==> src/design/ttcc_pkg.sv <==
// Shared types, codes and constants of the text terminal cursor controller.
package ttcc_pkg;

    localparam int MAX_COLUMNS_DEF = 128;
    localparam int MAX_ROWS_DEF    = 48;

    localparam int CFG_ADDR_W  = 4;
    localparam int QUEUE_DEPTH = 2;
    localparam int NL_CNT_W    = 3;

    localparam logic [1:0] REG_ENABLE  = 2'd0;
    localparam logic [1:0] REG_COLUMNS = 2'd1;
    localparam logic [1:0] REG_ROWS    = 2'd2;

    localparam logic [7:0] COLUMNS_RESET = 8'd80;
    localparam logic [5:0] ROWS_RESET    = 6'd25;

    localparam logic [7:0] CH_BELL  = 8'h07;
    localparam logic [7:0] CH_BS    = 8'h08;
    localparam logic [7:0] CH_TAB   = 8'h09;
    localparam logic [7:0] CH_NL    = 8'h0A;
    localparam logic [7:0] CH_VT    = 8'h0B;
    localparam logic [7:0] CH_FF    = 8'h0C;
    localparam logic [7:0] CH_CR    = 8'h0D;
    localparam logic [7:0] CH_BLANK = 8'h20;

    localparam int              TAB_STEP = 8;
    localparam logic [NL_CNT_W-1:0] VT_LINES = 3'd6;

    typedef enum logic [1:0] {
        KIND_WRITE  = 2'd0,
        KIND_SCROLL = 2'd1,
        KIND_DONE   = 2'd2
    } kind_t;

    typedef enum logic [2:0] {
        OP_NOP,
        OP_CR,
        OP_BS,
        OP_NL,
        OP_VT,
        OP_TAB,
        OP_PRINT
    } op_t;

    typedef struct packed {
        op_t        op;
        logic [7:0] glyph;
    } cmd_t;

endpackage

==> src/design/ttcc_front.sv <==
// Front end: configuration registers, grid clamping and character classification.
module ttcc_front #(
    parameter int MAX_COLUMNS = ttcc_pkg::MAX_COLUMNS_DEF,
    parameter int MAX_ROWS    = ttcc_pkg::MAX_ROWS_DEF
) (
    input  logic                                 aclk,
    input  logic                                 aresetn,
    input  logic                                 psel,
    input  logic                                 penable,
    input  logic                                 pwrite,
    input  logic [ttcc_pkg::CFG_ADDR_W-1:0]      paddr,
    input  logic [31:0]                          pwdata,
    output logic [31:0]                          prdata,
    output logic                                 pready,
    input  logic                                 s_tvalid,
    output logic                                 s_tready,
    input  logic [7:0]                           s_tdata,
    input  logic                                 q_ready,
    output logic                                 q_push,
    output ttcc_pkg::cmd_t                       q_cmd,
    output logic [$clog2(MAX_COLUMNS+1)-1:0]     width_eff,
    output logic [$clog2(MAX_ROWS+1)-1:0]        height_eff
);

    localparam int WID_W = $clog2(MAX_COLUMNS + 1);
    localparam int HGT_W = $clog2(MAX_ROWS + 1);

    logic       enable_reg;
    logic [7:0] columns_reg;
    logic [5:0] rows_reg;
    logic       wr_en;
    ttcc_pkg::op_t op;

    assign pready = 1'b1;
    assign wr_en  = psel && penable && pwrite && pready;

    always_ff @(posedge aclk) begin
        if (!aresetn) begin
            enable_reg  <= 1'b0;
            columns_reg <= ttcc_pkg::COLUMNS_RESET;
            rows_reg    <= ttcc_pkg::ROWS_RESET;
        end else if (wr_en) begin
            unique case (paddr[3:2])
                ttcc_pkg::REG_ENABLE:  enable_reg  <= pwdata[0];
                ttcc_pkg::REG_COLUMNS: columns_reg <= pwdata[7:0];
                ttcc_pkg::REG_ROWS:    rows_reg    <= pwdata[5:0];
                default: ;
            endcase
        end
    end

    always_comb begin
        unique case (paddr[3:2])
            ttcc_pkg::REG_ENABLE:  prdata = {31'd0, enable_reg};
            ttcc_pkg::REG_COLUMNS: prdata = {24'd0, columns_reg};
            ttcc_pkg::REG_ROWS:    prdata = {26'd0, rows_reg};
            default:               prdata = 32'd0;
        endcase
    end

    // a zero register acts as one; a value above the maximum is clamped to the maximum
    always_comb begin
        if (32'(columns_reg) > MAX_COLUMNS) begin
            width_eff = WID_W'(MAX_COLUMNS);
        end else if (columns_reg == 8'd0) begin
            width_eff = WID_W'(1);
        end else begin
            width_eff = WID_W'(columns_reg);
        end
        if (32'(rows_reg) > MAX_ROWS) begin
            height_eff = HGT_W'(MAX_ROWS);
        end else if (rows_reg == 6'd0) begin
            height_eff = HGT_W'(1);
        end else begin
            height_eff = HGT_W'(rows_reg);
        end
    end

    always_comb begin
        unique case (s_tdata) inside
            ttcc_pkg::CH_BELL, ttcc_pkg::CH_FF: op = ttcc_pkg::OP_NOP;
            ttcc_pkg::CH_BS:  op = ttcc_pkg::OP_BS;
            ttcc_pkg::CH_TAB: op = ttcc_pkg::OP_TAB;
            ttcc_pkg::CH_NL:  op = ttcc_pkg::OP_NL;
            ttcc_pkg::CH_VT:  op = ttcc_pkg::OP_VT;
            ttcc_pkg::CH_CR:  op = ttcc_pkg::OP_CR;
            default:          op = ttcc_pkg::OP_PRINT;
        endcase
        q_cmd.op    = enable_reg ? op : ttcc_pkg::OP_NOP;
        q_cmd.glyph = s_tdata;
    end

    assign s_tready = q_ready;
    assign q_push   = s_tvalid && q_ready;

endmodule

==> src/design/ttcc_queue.sv <==
// Short command queue between the classifier and the cursor engine.
module ttcc_queue (
    input  logic            aclk,
    input  logic            aresetn,
    input  logic            push,
    input  ttcc_pkg::cmd_t  push_cmd,
    output logic            in_ready,
    input  logic            pop,
    output logic            out_valid,
    output ttcc_pkg::cmd_t  out_cmd
);

    localparam int PTR_W = $clog2(ttcc_pkg::QUEUE_DEPTH);
    localparam int CNT_W = $clog2(ttcc_pkg::QUEUE_DEPTH + 1);

    ttcc_pkg::cmd_t   entry_reg [ttcc_pkg::QUEUE_DEPTH];
    logic [PTR_W-1:0] wr_ptr_reg;
    logic [PTR_W-1:0] rd_ptr_reg;
    logic [CNT_W-1:0] count_reg;
    logic             do_pop;

    assign in_ready  = count_reg != CNT_W'(ttcc_pkg::QUEUE_DEPTH);
    assign out_valid = count_reg != '0;
    assign out_cmd   = entry_reg[rd_ptr_reg];
    assign do_pop    = pop && out_valid;

    always_ff @(posedge aclk) begin
        if (push) begin
            entry_reg[wr_ptr_reg] <= push_cmd;
        end
        if (!aresetn) begin
            wr_ptr_reg <= '0;
            rd_ptr_reg <= '0;
            count_reg  <= '0;
        end else begin
            if (push) begin
                wr_ptr_reg <= wr_ptr_reg + 1'b1;
            end
            if (do_pop) begin
                rd_ptr_reg <= rd_ptr_reg + 1'b1;
            end
            if (push && !do_pop) begin
                count_reg <= count_reg + 1'b1;
            end else if (do_pop && !push) begin
                count_reg <= count_reg - 1'b1;
            end
        end
    end

endmodule

==> src/design/ttcc_back.sv <==
// Cursor engine: runs each command, keeps the cursor and drives the output register.
module ttcc_back #(
    parameter int MAX_COLUMNS = ttcc_pkg::MAX_COLUMNS_DEF,
    parameter int MAX_ROWS    = ttcc_pkg::MAX_ROWS_DEF
) (
    input  logic                              aclk,
    input  logic                              aresetn,
    input  logic                              q_valid,
    input  ttcc_pkg::cmd_t                    q_cmd,
    output logic                              q_pop,
    input  logic [$clog2(MAX_COLUMNS+1)-1:0]  width_eff,
    input  logic [$clog2(MAX_ROWS+1)-1:0]     height_eff,
    output logic                              m_tvalid,
    input  logic                              m_tready,
    output logic [23:0]                       m_tdata,
    output logic [1:0]                        m_tuser,
    output logic                              m_tlast
);

    localparam int COL_W = $clog2(MAX_COLUMNS);
    localparam int ROW_W = $clog2(MAX_ROWS);

    typedef enum logic [2:0] {
        ST_IDLE,
        ST_WRITE,
        ST_BS,
        ST_TAB,
        ST_NL,
        ST_DONE
    } state_t;

    state_t                     state_reg, state_next;
    logic [COL_W-1:0]           col_reg, col_next;
    logic [ROW_W-1:0]           row_reg, row_next;
    logic [ttcc_pkg::NL_CNT_W-1:0] nl_left_reg, nl_left_next;
    logic [7:0]                 glyph_reg, glyph_next;

    logic                       m_valid_reg, m_valid_next;
    ttcc_pkg::kind_t            m_kind_reg, m_kind_next;
    logic [6:0]                 m_col_reg, m_col_next;
    logic [5:0]                 m_row_reg, m_row_next;
    logic [7:0]                 m_glyph_reg, m_glyph_next;
    logic                       m_last_reg, m_last_next;

    logic                       step;
    logic                       emit;
    ttcc_pkg::kind_t            emit_kind;
    logic [COL_W-1:0]           emit_col;
    logic [7:0]                 emit_glyph;
    logic [31:0]                col_wide;
    logic [31:0]                row_wide;
    logic [COL_W:0]             col_inc;
    logic [COL_W:0]             col_tab;
    logic [COL_W:0]             w_ext;
    logic [ROW_W:0]             row_inc;
    logic [ROW_W:0]             h_ext;
    logic [ROW_W-1:0]           row_top;

    assign step    = !m_valid_reg || m_tready;
    assign col_inc = {1'b0, col_reg} + (COL_W+1)'(1);
    assign col_tab = {1'b0, col_reg} + (COL_W+1)'(ttcc_pkg::TAB_STEP);
    assign w_ext   = (COL_W+1)'(width_eff);
    assign row_inc = {1'b0, row_reg} + (ROW_W+1)'(1);
    assign h_ext   = (ROW_W+1)'(height_eff);
    assign row_top = ROW_W'(height_eff - 1'b1);

    always_comb begin
        state_next   = state_reg;
        col_next     = col_reg;
        row_next     = row_reg;
        nl_left_next = nl_left_reg;
        glyph_next   = glyph_reg;
        q_pop        = 1'b0;
        emit         = 1'b0;
        emit_kind    = ttcc_pkg::KIND_DONE;
        emit_col     = col_reg;
        emit_glyph   = 8'd0;

        unique case (state_reg)
            ST_IDLE: begin
                q_pop = q_valid;
            end
            ST_WRITE: begin
                if (step) begin
                    emit       = 1'b1;
                    emit_kind  = ttcc_pkg::KIND_WRITE;
                    emit_glyph = glyph_reg;
                    if (col_inc >= w_ext) begin
                        nl_left_next = ttcc_pkg::NL_CNT_W'(1);
                        state_next   = ST_NL;
                    end else begin
                        col_next   = col_inc[COL_W-1:0];
                        state_next = ST_DONE;
                    end
                end
            end
            ST_BS: begin
                if (step) begin
                    if (col_reg != '0) begin
                        col_next   = col_reg - 1'b1;
                        emit       = 1'b1;
                        emit_kind  = ttcc_pkg::KIND_WRITE;
                        emit_col   = col_reg - 1'b1;
                        emit_glyph = ttcc_pkg::CH_BLANK;
                    end
                    state_next = ST_DONE;
                end
            end
            ST_TAB: begin
                if (col_tab >= w_ext) begin
                    nl_left_next = ttcc_pkg::NL_CNT_W'(1);
                    state_next   = ST_NL;
                end else begin
                    col_next   = col_tab[COL_W-1:0];
                    state_next = ST_DONE;
                end
            end
            ST_NL: begin
                if (step) begin
                    col_next = '0;
                    if (row_inc >= h_ext) begin
                        emit      = 1'b1;
                        emit_kind = ttcc_pkg::KIND_SCROLL;
                        emit_col  = '0;
                        row_next  = row_top;
                    end else begin
                        row_next = row_inc[ROW_W-1:0];
                    end
                    nl_left_next = nl_left_reg - 1'b1;
                    if (nl_left_reg == ttcc_pkg::NL_CNT_W'(1)) begin
                        state_next = ST_DONE;
                    end
                end
            end
            ST_DONE: begin
                if (step) begin
                    emit       = 1'b1;
                    emit_kind  = ttcc_pkg::KIND_DONE;
                    q_pop      = q_valid;
                    state_next = ST_IDLE;
                end
            end
            default: state_next = ST_IDLE;
        endcase

        // next command is taken from idle, or in the cycle the previous done item is loaded into the output register
        if (q_pop) begin
            glyph_next = q_cmd.glyph;
            unique case (q_cmd.op)
                ttcc_pkg::OP_NOP:   state_next = ST_DONE;
                ttcc_pkg::OP_CR: begin
                    col_next   = '0;
                    state_next = ST_DONE;
                end
                ttcc_pkg::OP_BS:    state_next = ST_BS;
                ttcc_pkg::OP_NL: begin
                    nl_left_next = ttcc_pkg::NL_CNT_W'(1);
                    state_next   = ST_NL;
                end
                ttcc_pkg::OP_VT: begin
                    nl_left_next = ttcc_pkg::VT_LINES;
                    state_next   = ST_NL;
                end
                ttcc_pkg::OP_TAB:   state_next = ST_TAB;
                ttcc_pkg::OP_PRINT: state_next = ST_WRITE;
                default:            state_next = ST_DONE;
            endcase
        end
    end

    assign col_wide = 32'(emit_col);
    assign row_wide = 32'(row_reg);

    always_comb begin
        m_valid_next = m_valid_reg && !m_tready;
        m_kind_next  = m_kind_reg;
        m_col_next   = m_col_reg;
        m_row_next   = m_row_reg;
        m_glyph_next = m_glyph_reg;
        m_last_next  = m_last_reg;
        if (emit) begin
            m_valid_next = 1'b1;
            m_kind_next  = emit_kind;
            m_glyph_next = emit_glyph;
            m_last_next  = emit_kind == ttcc_pkg::KIND_DONE;
            if (emit_kind == ttcc_pkg::KIND_SCROLL) begin
                m_col_next = 7'd0;
                m_row_next = 6'd0;
            end else begin
                m_col_next = col_wide[6:0];
                m_row_next = row_wide[5:0];
            end
        end
    end

    always_ff @(posedge aclk) begin
        glyph_reg   <= glyph_next;
        m_kind_reg  <= m_kind_next;
        m_col_reg   <= m_col_next;
        m_row_reg   <= m_row_next;
        m_glyph_reg <= m_glyph_next;
        m_last_reg  <= m_last_next;
        if (!aresetn) begin
            state_reg   <= ST_IDLE;
            col_reg     <= '0;
            row_reg     <= '0;
            nl_left_reg <= '0;
            m_valid_reg <= 1'b0;
        end else begin
            state_reg   <= state_next;
            col_reg     <= col_next;
            row_reg     <= row_next;
            nl_left_reg <= nl_left_next;
            m_valid_reg <= m_valid_next;
        end
    end

    assign m_tvalid = m_valid_reg;
    assign m_tdata  = {3'd0, m_glyph_reg, m_row_reg, m_col_reg};
    assign m_tuser  = m_kind_reg;
    assign m_tlast  = m_last_reg;

    a_last_on_done: assert property (@(posedge aclk) disable iff (!aresetn)
        m_valid_reg |-> (m_last_reg == (m_kind_reg == ttcc_pkg::KIND_DONE)))
        else $error("last flag does not match done kind");

    a_nl_count: assert property (@(posedge aclk) disable iff (!aresetn)
        state_reg == ST_NL |-> nl_left_reg != '0)
        else $error("newline stage entered with no lines left");

    a_scroll_row: assert property (@(posedge aclk) disable iff (!aresetn)
        (emit && emit_kind == ttcc_pkg::KIND_SCROLL) |=> row_reg == $past(row_top))
        else $error("scroll did not park cursor on bottom row");

    a_pop_gap: assert property (@(posedge aclk) disable iff (!aresetn)
        q_pop |-> (state_reg == ST_IDLE || (state_reg == ST_DONE && emit)))
        else $error("command taken while previous one still running");

endmodule

==> src/design/text_terminal_cursor_controller_top.sv <==
// Top level of the text terminal cursor controller.
//
// Usage: one character code per item enters on the s_ stream (s_tdata[7:0]).
// For each item the m_ stream gives cell-write and scroll items in order and
// then one done item carrying the cursor position, marked by m_tlast.
// m_tuser holds the kind: 0 cell write, 1 scroll, 2 done.
// Registers on the APB port: enable at 0x0, columns at 0x4, rows at 0x8.
// Flow: with the engine idle, a command is taken from the queue into the engine
// state and its first result item is then registered in the output register.
// The engine steps once per result item plus once for each tab, each backspace
// at column 0 and each newline that does not scroll. A printable character that
// wraps adds a newline step, a vertical tab runs VT_LINES newline steps, and bell,
// form feed, carriage return or a disabled terminal give only the done item. The
// engine goes back to idle when the queue ran empty. A two-entry command queue
// lets input items be taken while the engine works or the receiver stalls; when
// the queue is full s_tready drops. When m_tready is low the output register
// holds its item and the engine waits to emit more. Reset clears the cursor to
// column 0, row 0, empties the queue and sets enable 0, columns 80, rows 25.
module text_terminal_cursor_controller_top #(
    parameter int MAX_COLUMNS = ttcc_pkg::MAX_COLUMNS_DEF,
    parameter int MAX_ROWS    = ttcc_pkg::MAX_ROWS_DEF
) (
    input  logic                            aclk,
    input  logic                            aresetn,
    input  logic                            psel,
    input  logic                            penable,
    input  logic                            pwrite,
    input  logic [ttcc_pkg::CFG_ADDR_W-1:0] paddr,
    input  logic [31:0]                     pwdata,
    output logic [31:0]                     prdata,
    output logic                            pready,
    input  logic                            s_tvalid,
    output logic                            s_tready,
    input  logic [7:0]                      s_tdata,   // [7:0] char_code
    output logic                            m_tvalid,
    input  logic                            m_tready,
    output logic [23:0]                     m_tdata,   // [6:0] col, [12:7] row, [20:13] glyph
    output logic [1:0]                      m_tuser,   // [1:0] kind
    output logic                            m_tlast
);

    logic                                 q_push;
    logic                                 q_in_ready;
    logic                                 q_valid;
    logic                                 q_pop;
    ttcc_pkg::cmd_t                       push_cmd;
    ttcc_pkg::cmd_t                       head_cmd;
    logic [$clog2(MAX_COLUMNS+1)-1:0]     width_eff;
    logic [$clog2(MAX_ROWS+1)-1:0]        height_eff;

    ttcc_front #(
        .MAX_COLUMNS(MAX_COLUMNS),
        .MAX_ROWS   (MAX_ROWS)
    ) u_front (
        .aclk      (aclk),
        .aresetn   (aresetn),
        .psel      (psel),
        .penable   (penable),
        .pwrite    (pwrite),
        .paddr     (paddr),
        .pwdata    (pwdata),
        .prdata    (prdata),
        .pready    (pready),
        .s_tvalid  (s_tvalid),
        .s_tready  (s_tready),
        .s_tdata   (s_tdata),
        .q_ready   (q_in_ready),
        .q_push    (q_push),
        .q_cmd     (push_cmd),
        .width_eff (width_eff),
        .height_eff(height_eff)
    );

    ttcc_queue u_queue (
        .aclk     (aclk),
        .aresetn  (aresetn),
        .push     (q_push),
        .push_cmd (push_cmd),
        .in_ready (q_in_ready),
        .pop      (q_pop),
        .out_valid(q_valid),
        .out_cmd  (head_cmd)
    );

    ttcc_back #(
        .MAX_COLUMNS(MAX_COLUMNS),
        .MAX_ROWS   (MAX_ROWS)
    ) u_back (
        .aclk      (aclk),
        .aresetn   (aresetn),
        .q_valid   (q_valid),
        .q_cmd     (head_cmd),
        .q_pop     (q_pop),
        .width_eff (width_eff),
        .height_eff(height_eff),
        .m_tvalid  (m_tvalid),
        .m_tready  (m_tready),
        .m_tdata   (m_tdata),
        .m_tuser   (m_tuser),
        .m_tlast   (m_tlast)
    );

endmodule
==> config.mk <==
export PLATFORM = sky130hd
export DESIGN_NAME = text_terminal_cursor_controller_top
export DESIGN_NICKNAME = d
export VERILOG_FILES = /design/src/design/ttcc_pkg.sv /design/src/design/ttcc_front.sv /design/src/design/ttcc_queue.sv /design/src/design/ttcc_back.sv /design/src/design/text_terminal_cursor_controller_top.sv
export SDC_FILE = /design/constraint.sdc
export NUM_CORES = 1
export LEC_CHECK = 0
export BUFFER_PORTS_ARGS = -buffer_cell sky130_fd_sc_hd__buf_2
export CORE_UTILIZATION = 50
export CTS_BUF_LIST = sky130_fd_sc_hd__clkbuf_8
export DETAILED_ROUTE_END_ITERATION = 8
export PLACE_DENSITY = 0.79
export SYNTH_ARGS = -nofsm -noshare
export SYNTH_HDL_FRONTEND = slang
export SYNTH_SLANG_ARGS = --single-unit
==> constraint.sdc <==
create_clock -name aclk -period 5.7 [get_ports aclk]
set_input_delay 1.14 -clock aclk [delete_from_list [all_inputs] [get_ports aclk]]
set_output_delay 1.14 -clock aclk [all_outputs]
set_load 0.02 [all_outputs]
==> results.cfg <==
[power]
pwr-share-comb_pct = 35.7
vdd_drop_max_mv = 0.2257
leakage_nw = 2.482
p_sw_share_pct = 37.60
switchingPower_uw = 837.0
intPower_mw = 1.389
p_clk_share_pct = 18.6
power_frac_seq_pct = 45.8
p_per_area_nw_per_um2 = 365.3

[sta]
slew_headroom_pct = 23.95
rsz0062_at_grt = no
hold_violations = 0
period_share_pct = 59.08
setup_viol = 0
finalMaxSlewViolations = 0
fin_setup_tns_ns = 0
period_needed_ns = 3.368
skew_ns = 0.01474
tightest_slew_ns = 1.141
timing.fmax_mhz = 296.9

[route]
ant_nets = 0
via_per_inst = 5.596
wl_per_cell_um = 14.89
dr.first_iter.drc_count = 258
first_pass_iters = 5
wl_um = 11470
num_vias = 4309
remaining_drc_errors = 0

[layout]
design_area_um2 = 6093
fin_util_pct = 55.96
diodes = 0
syn_to_final_growth_pct = 8.608
num-nets-final = 709
layout-drive-gt1-share_pct = 16.35
largest_reg_flops = 22
fillers = 938

[worst_setup_path]
slowest_delay_ns = 0.98
cp.arrival_ns = 3.35
end_kind = flip-flop
cp.required_ns = 5.69
crit_type = reg -> reg
crit_path_cell_trace = ha_1, and3_1, xnor2_1, ha_1, nand3_1, o211ai_1, nand2_1, a221oi_4
cp_num_buf_inv = 0
cp-start-kind = flip-flop
cp_slowest_cell = a221oi_4
worstPathMaxFanout = 24
reg2reg_slack_ns = 2.33
cp_top_family = compound AO/OA/AOI/OAI gates
critPathMostFrequentCell = ha_1

[place]
place.port_buffers = 58
hpwl_um = 8477
place_congestion = 0.8838
post_dp_cell_area_um2 = 5911

[yosys]
syn_inst = 578
ys_types = 66
synth_compound_area_share_pct = 14.54
synth_top_area_share_pct = 28.90
synth_fa_ha_area_share_pct = 7.360
syn_avg_cell_area_um2 = 9.707
yosysWarnings = 0
synth-simple-area-share_pct = 19.25
synth_top_area_cell = edfxtp_1
synth_flop_cell = edfxtp_1
synth_area_um2 = 5610
synth-seq-cells = 94
synth_top_family_by_area = simple AND/OR/NAND/NOR gates
synth-xor-area-share_pct = 2.654
synth-edff-count = 54
synth_commonest_cells = edfxtp_1, nand2_1, dfxtp_1
synth.area.mux_share_pct = 5.888
synthArstFlopShare_pct = 0
synth_area_leaders = edfxtp_1, dfxtp_1, ha_1, mux2i_1, buf_4
yosysSeqAreaShare_pct = 43.18

[clock_tree]
numCtsBuffers = 9
cts.sinks = 94
clock_latency_ns = 0.37
post_cts_buffers = 0
cts_root_buf = clkbuf_8
cts_tree = yes
clk_pin_slew_ns = 0.09
clockBufferDepth = 2
h-tree-depth = 3
cts_resized = 0
hold_buffers = 0

[global_route]
grt_pass1_vias = 4087
grt_max_degree = 36
grt_usage_pct = 21.05
grt_first_pass_wirelength_um = 19120
overflow = 0
antenna_found_initial = 0

[floorplan]
start_util_pct = 51.53
core_um2 = 10890
row_count = 38
die_h_um = 107.9
pin_count = 113
fp.dieArea_um2 = 11650
die_w_um = 107.9

[hold_path]
worstHoldPathType = reg -> reg

[outcome]
run_status = finished clean

[job]
maxCapViolCount = 0
-- area by class of cell --
| cell class | count | area [um^2] | share of cell area, % |
|---|---|---|---|
| tap | 140 | 175.2 | 2.875 |
| inverter | 20 | 75.07 | 1.232 |
| timing repair buffer | 63 | 327.8 | 5.380 |
| clock buffer | 10 | 137.6 | 2.259 |
| multi-input combinational | 437 | 2910 | 47.76 |
| sequential | 94 | 2422 | 39.75 |
| clock inverter | 6 | 45.04 | 0.7392 |
-- power by group through the flow --
stage	clock network (mW)	logic [mW]	registers, mW
4_1_cts	0.428	0.794	1.02
6_report	0.413	0.794	1.02
5_1_grt	0.448	0.878	1.04
3_3_place_gp	0	0.763	1.03
3_5_place_dp	0	0.790	1.03
2_1_floorplan	0	0.542	1.07
-- cells by family (layout without fill, tap and decap cells) --
family,Yosys count,count (layout)
adder cells (fa/ha/maj),33,33
flip-flops,94,94
AND/OR/NAND/NOR,205,205
multiplexers,32,32
other,2,28
buffers and inverters,73,99
XOR/XNOR,17,17
AO/OA/AOI/OAI,122,122
-- worst reg2reg max path, stage by stage, from the launching register on --
cell	delay (ns)
dfxtp_1	0.45
ha_1	0.26
and3_1	0.26
xnor2_1	0.10
ha_1	0.31
nand3_1	0.08
o211ai_1	0.34
nand2_1	0.22
a221oi_4	0.98
-- cell usage in the layout, fill, tap and decap left out, drive strengths merged, types with 11 or more instances in the layout --
master  Yosys  final
buf        34     63
nand2      54     54
edfxtp     54     54
dfxtp      40     40
nor2       39     39
ha         33     33
o21ai      33     33
conb        2     28
a21oi      25     25
mux2i      24     24
inv        20     22
nor2b      20     20
nand3      16     16
and3       13     13
and2       13     13
xnor2      11     11
-- layer usage --
layer / wire, um / GRT usage [%] / vias up
met5: 0 / 0 / -
met4: 147 / 7.828 / 0
met3: 565 / 4.581 / 10
met2: 5294 / 34.66 / 137
met1: 5458 / 27.14 / 2029
li1: - / - / 2133
-- stage by stage --
stage          std cells  worst slack, ns  power, mW  hold WS (ns)
3_3_place_gp         754            2.236      1.792        0.4753
6_report             770            2.332      2.226        0.4896
3_5_place_dp         754            2.161      1.825        0.4780
5_1_grt              770            2.094      2.367        0.5033
2_1_floorplan        604            1.218      1.613        0.4600
4_1_cts              770            2.294      2.241        0.4922
-- path summary, 6_finish.rpt --
| path | from | end | cells past startpoint |
|---|---|---|---|
| worst max register to register | u_back.row_reg[0] | u_back.m_row_reg[3] | 8 |
| worst max-delay path | u_back.row_reg[0] | u_back.m_row_reg[3] | 8 |
| worst min-delay path | u_back.row_reg[4] | u_back.row_reg[4] | 2 |
| worst min register to register | u_back.row_reg[4] | u_back.row_reg[4] | 2 |
(Power assumes the default switching activity.)
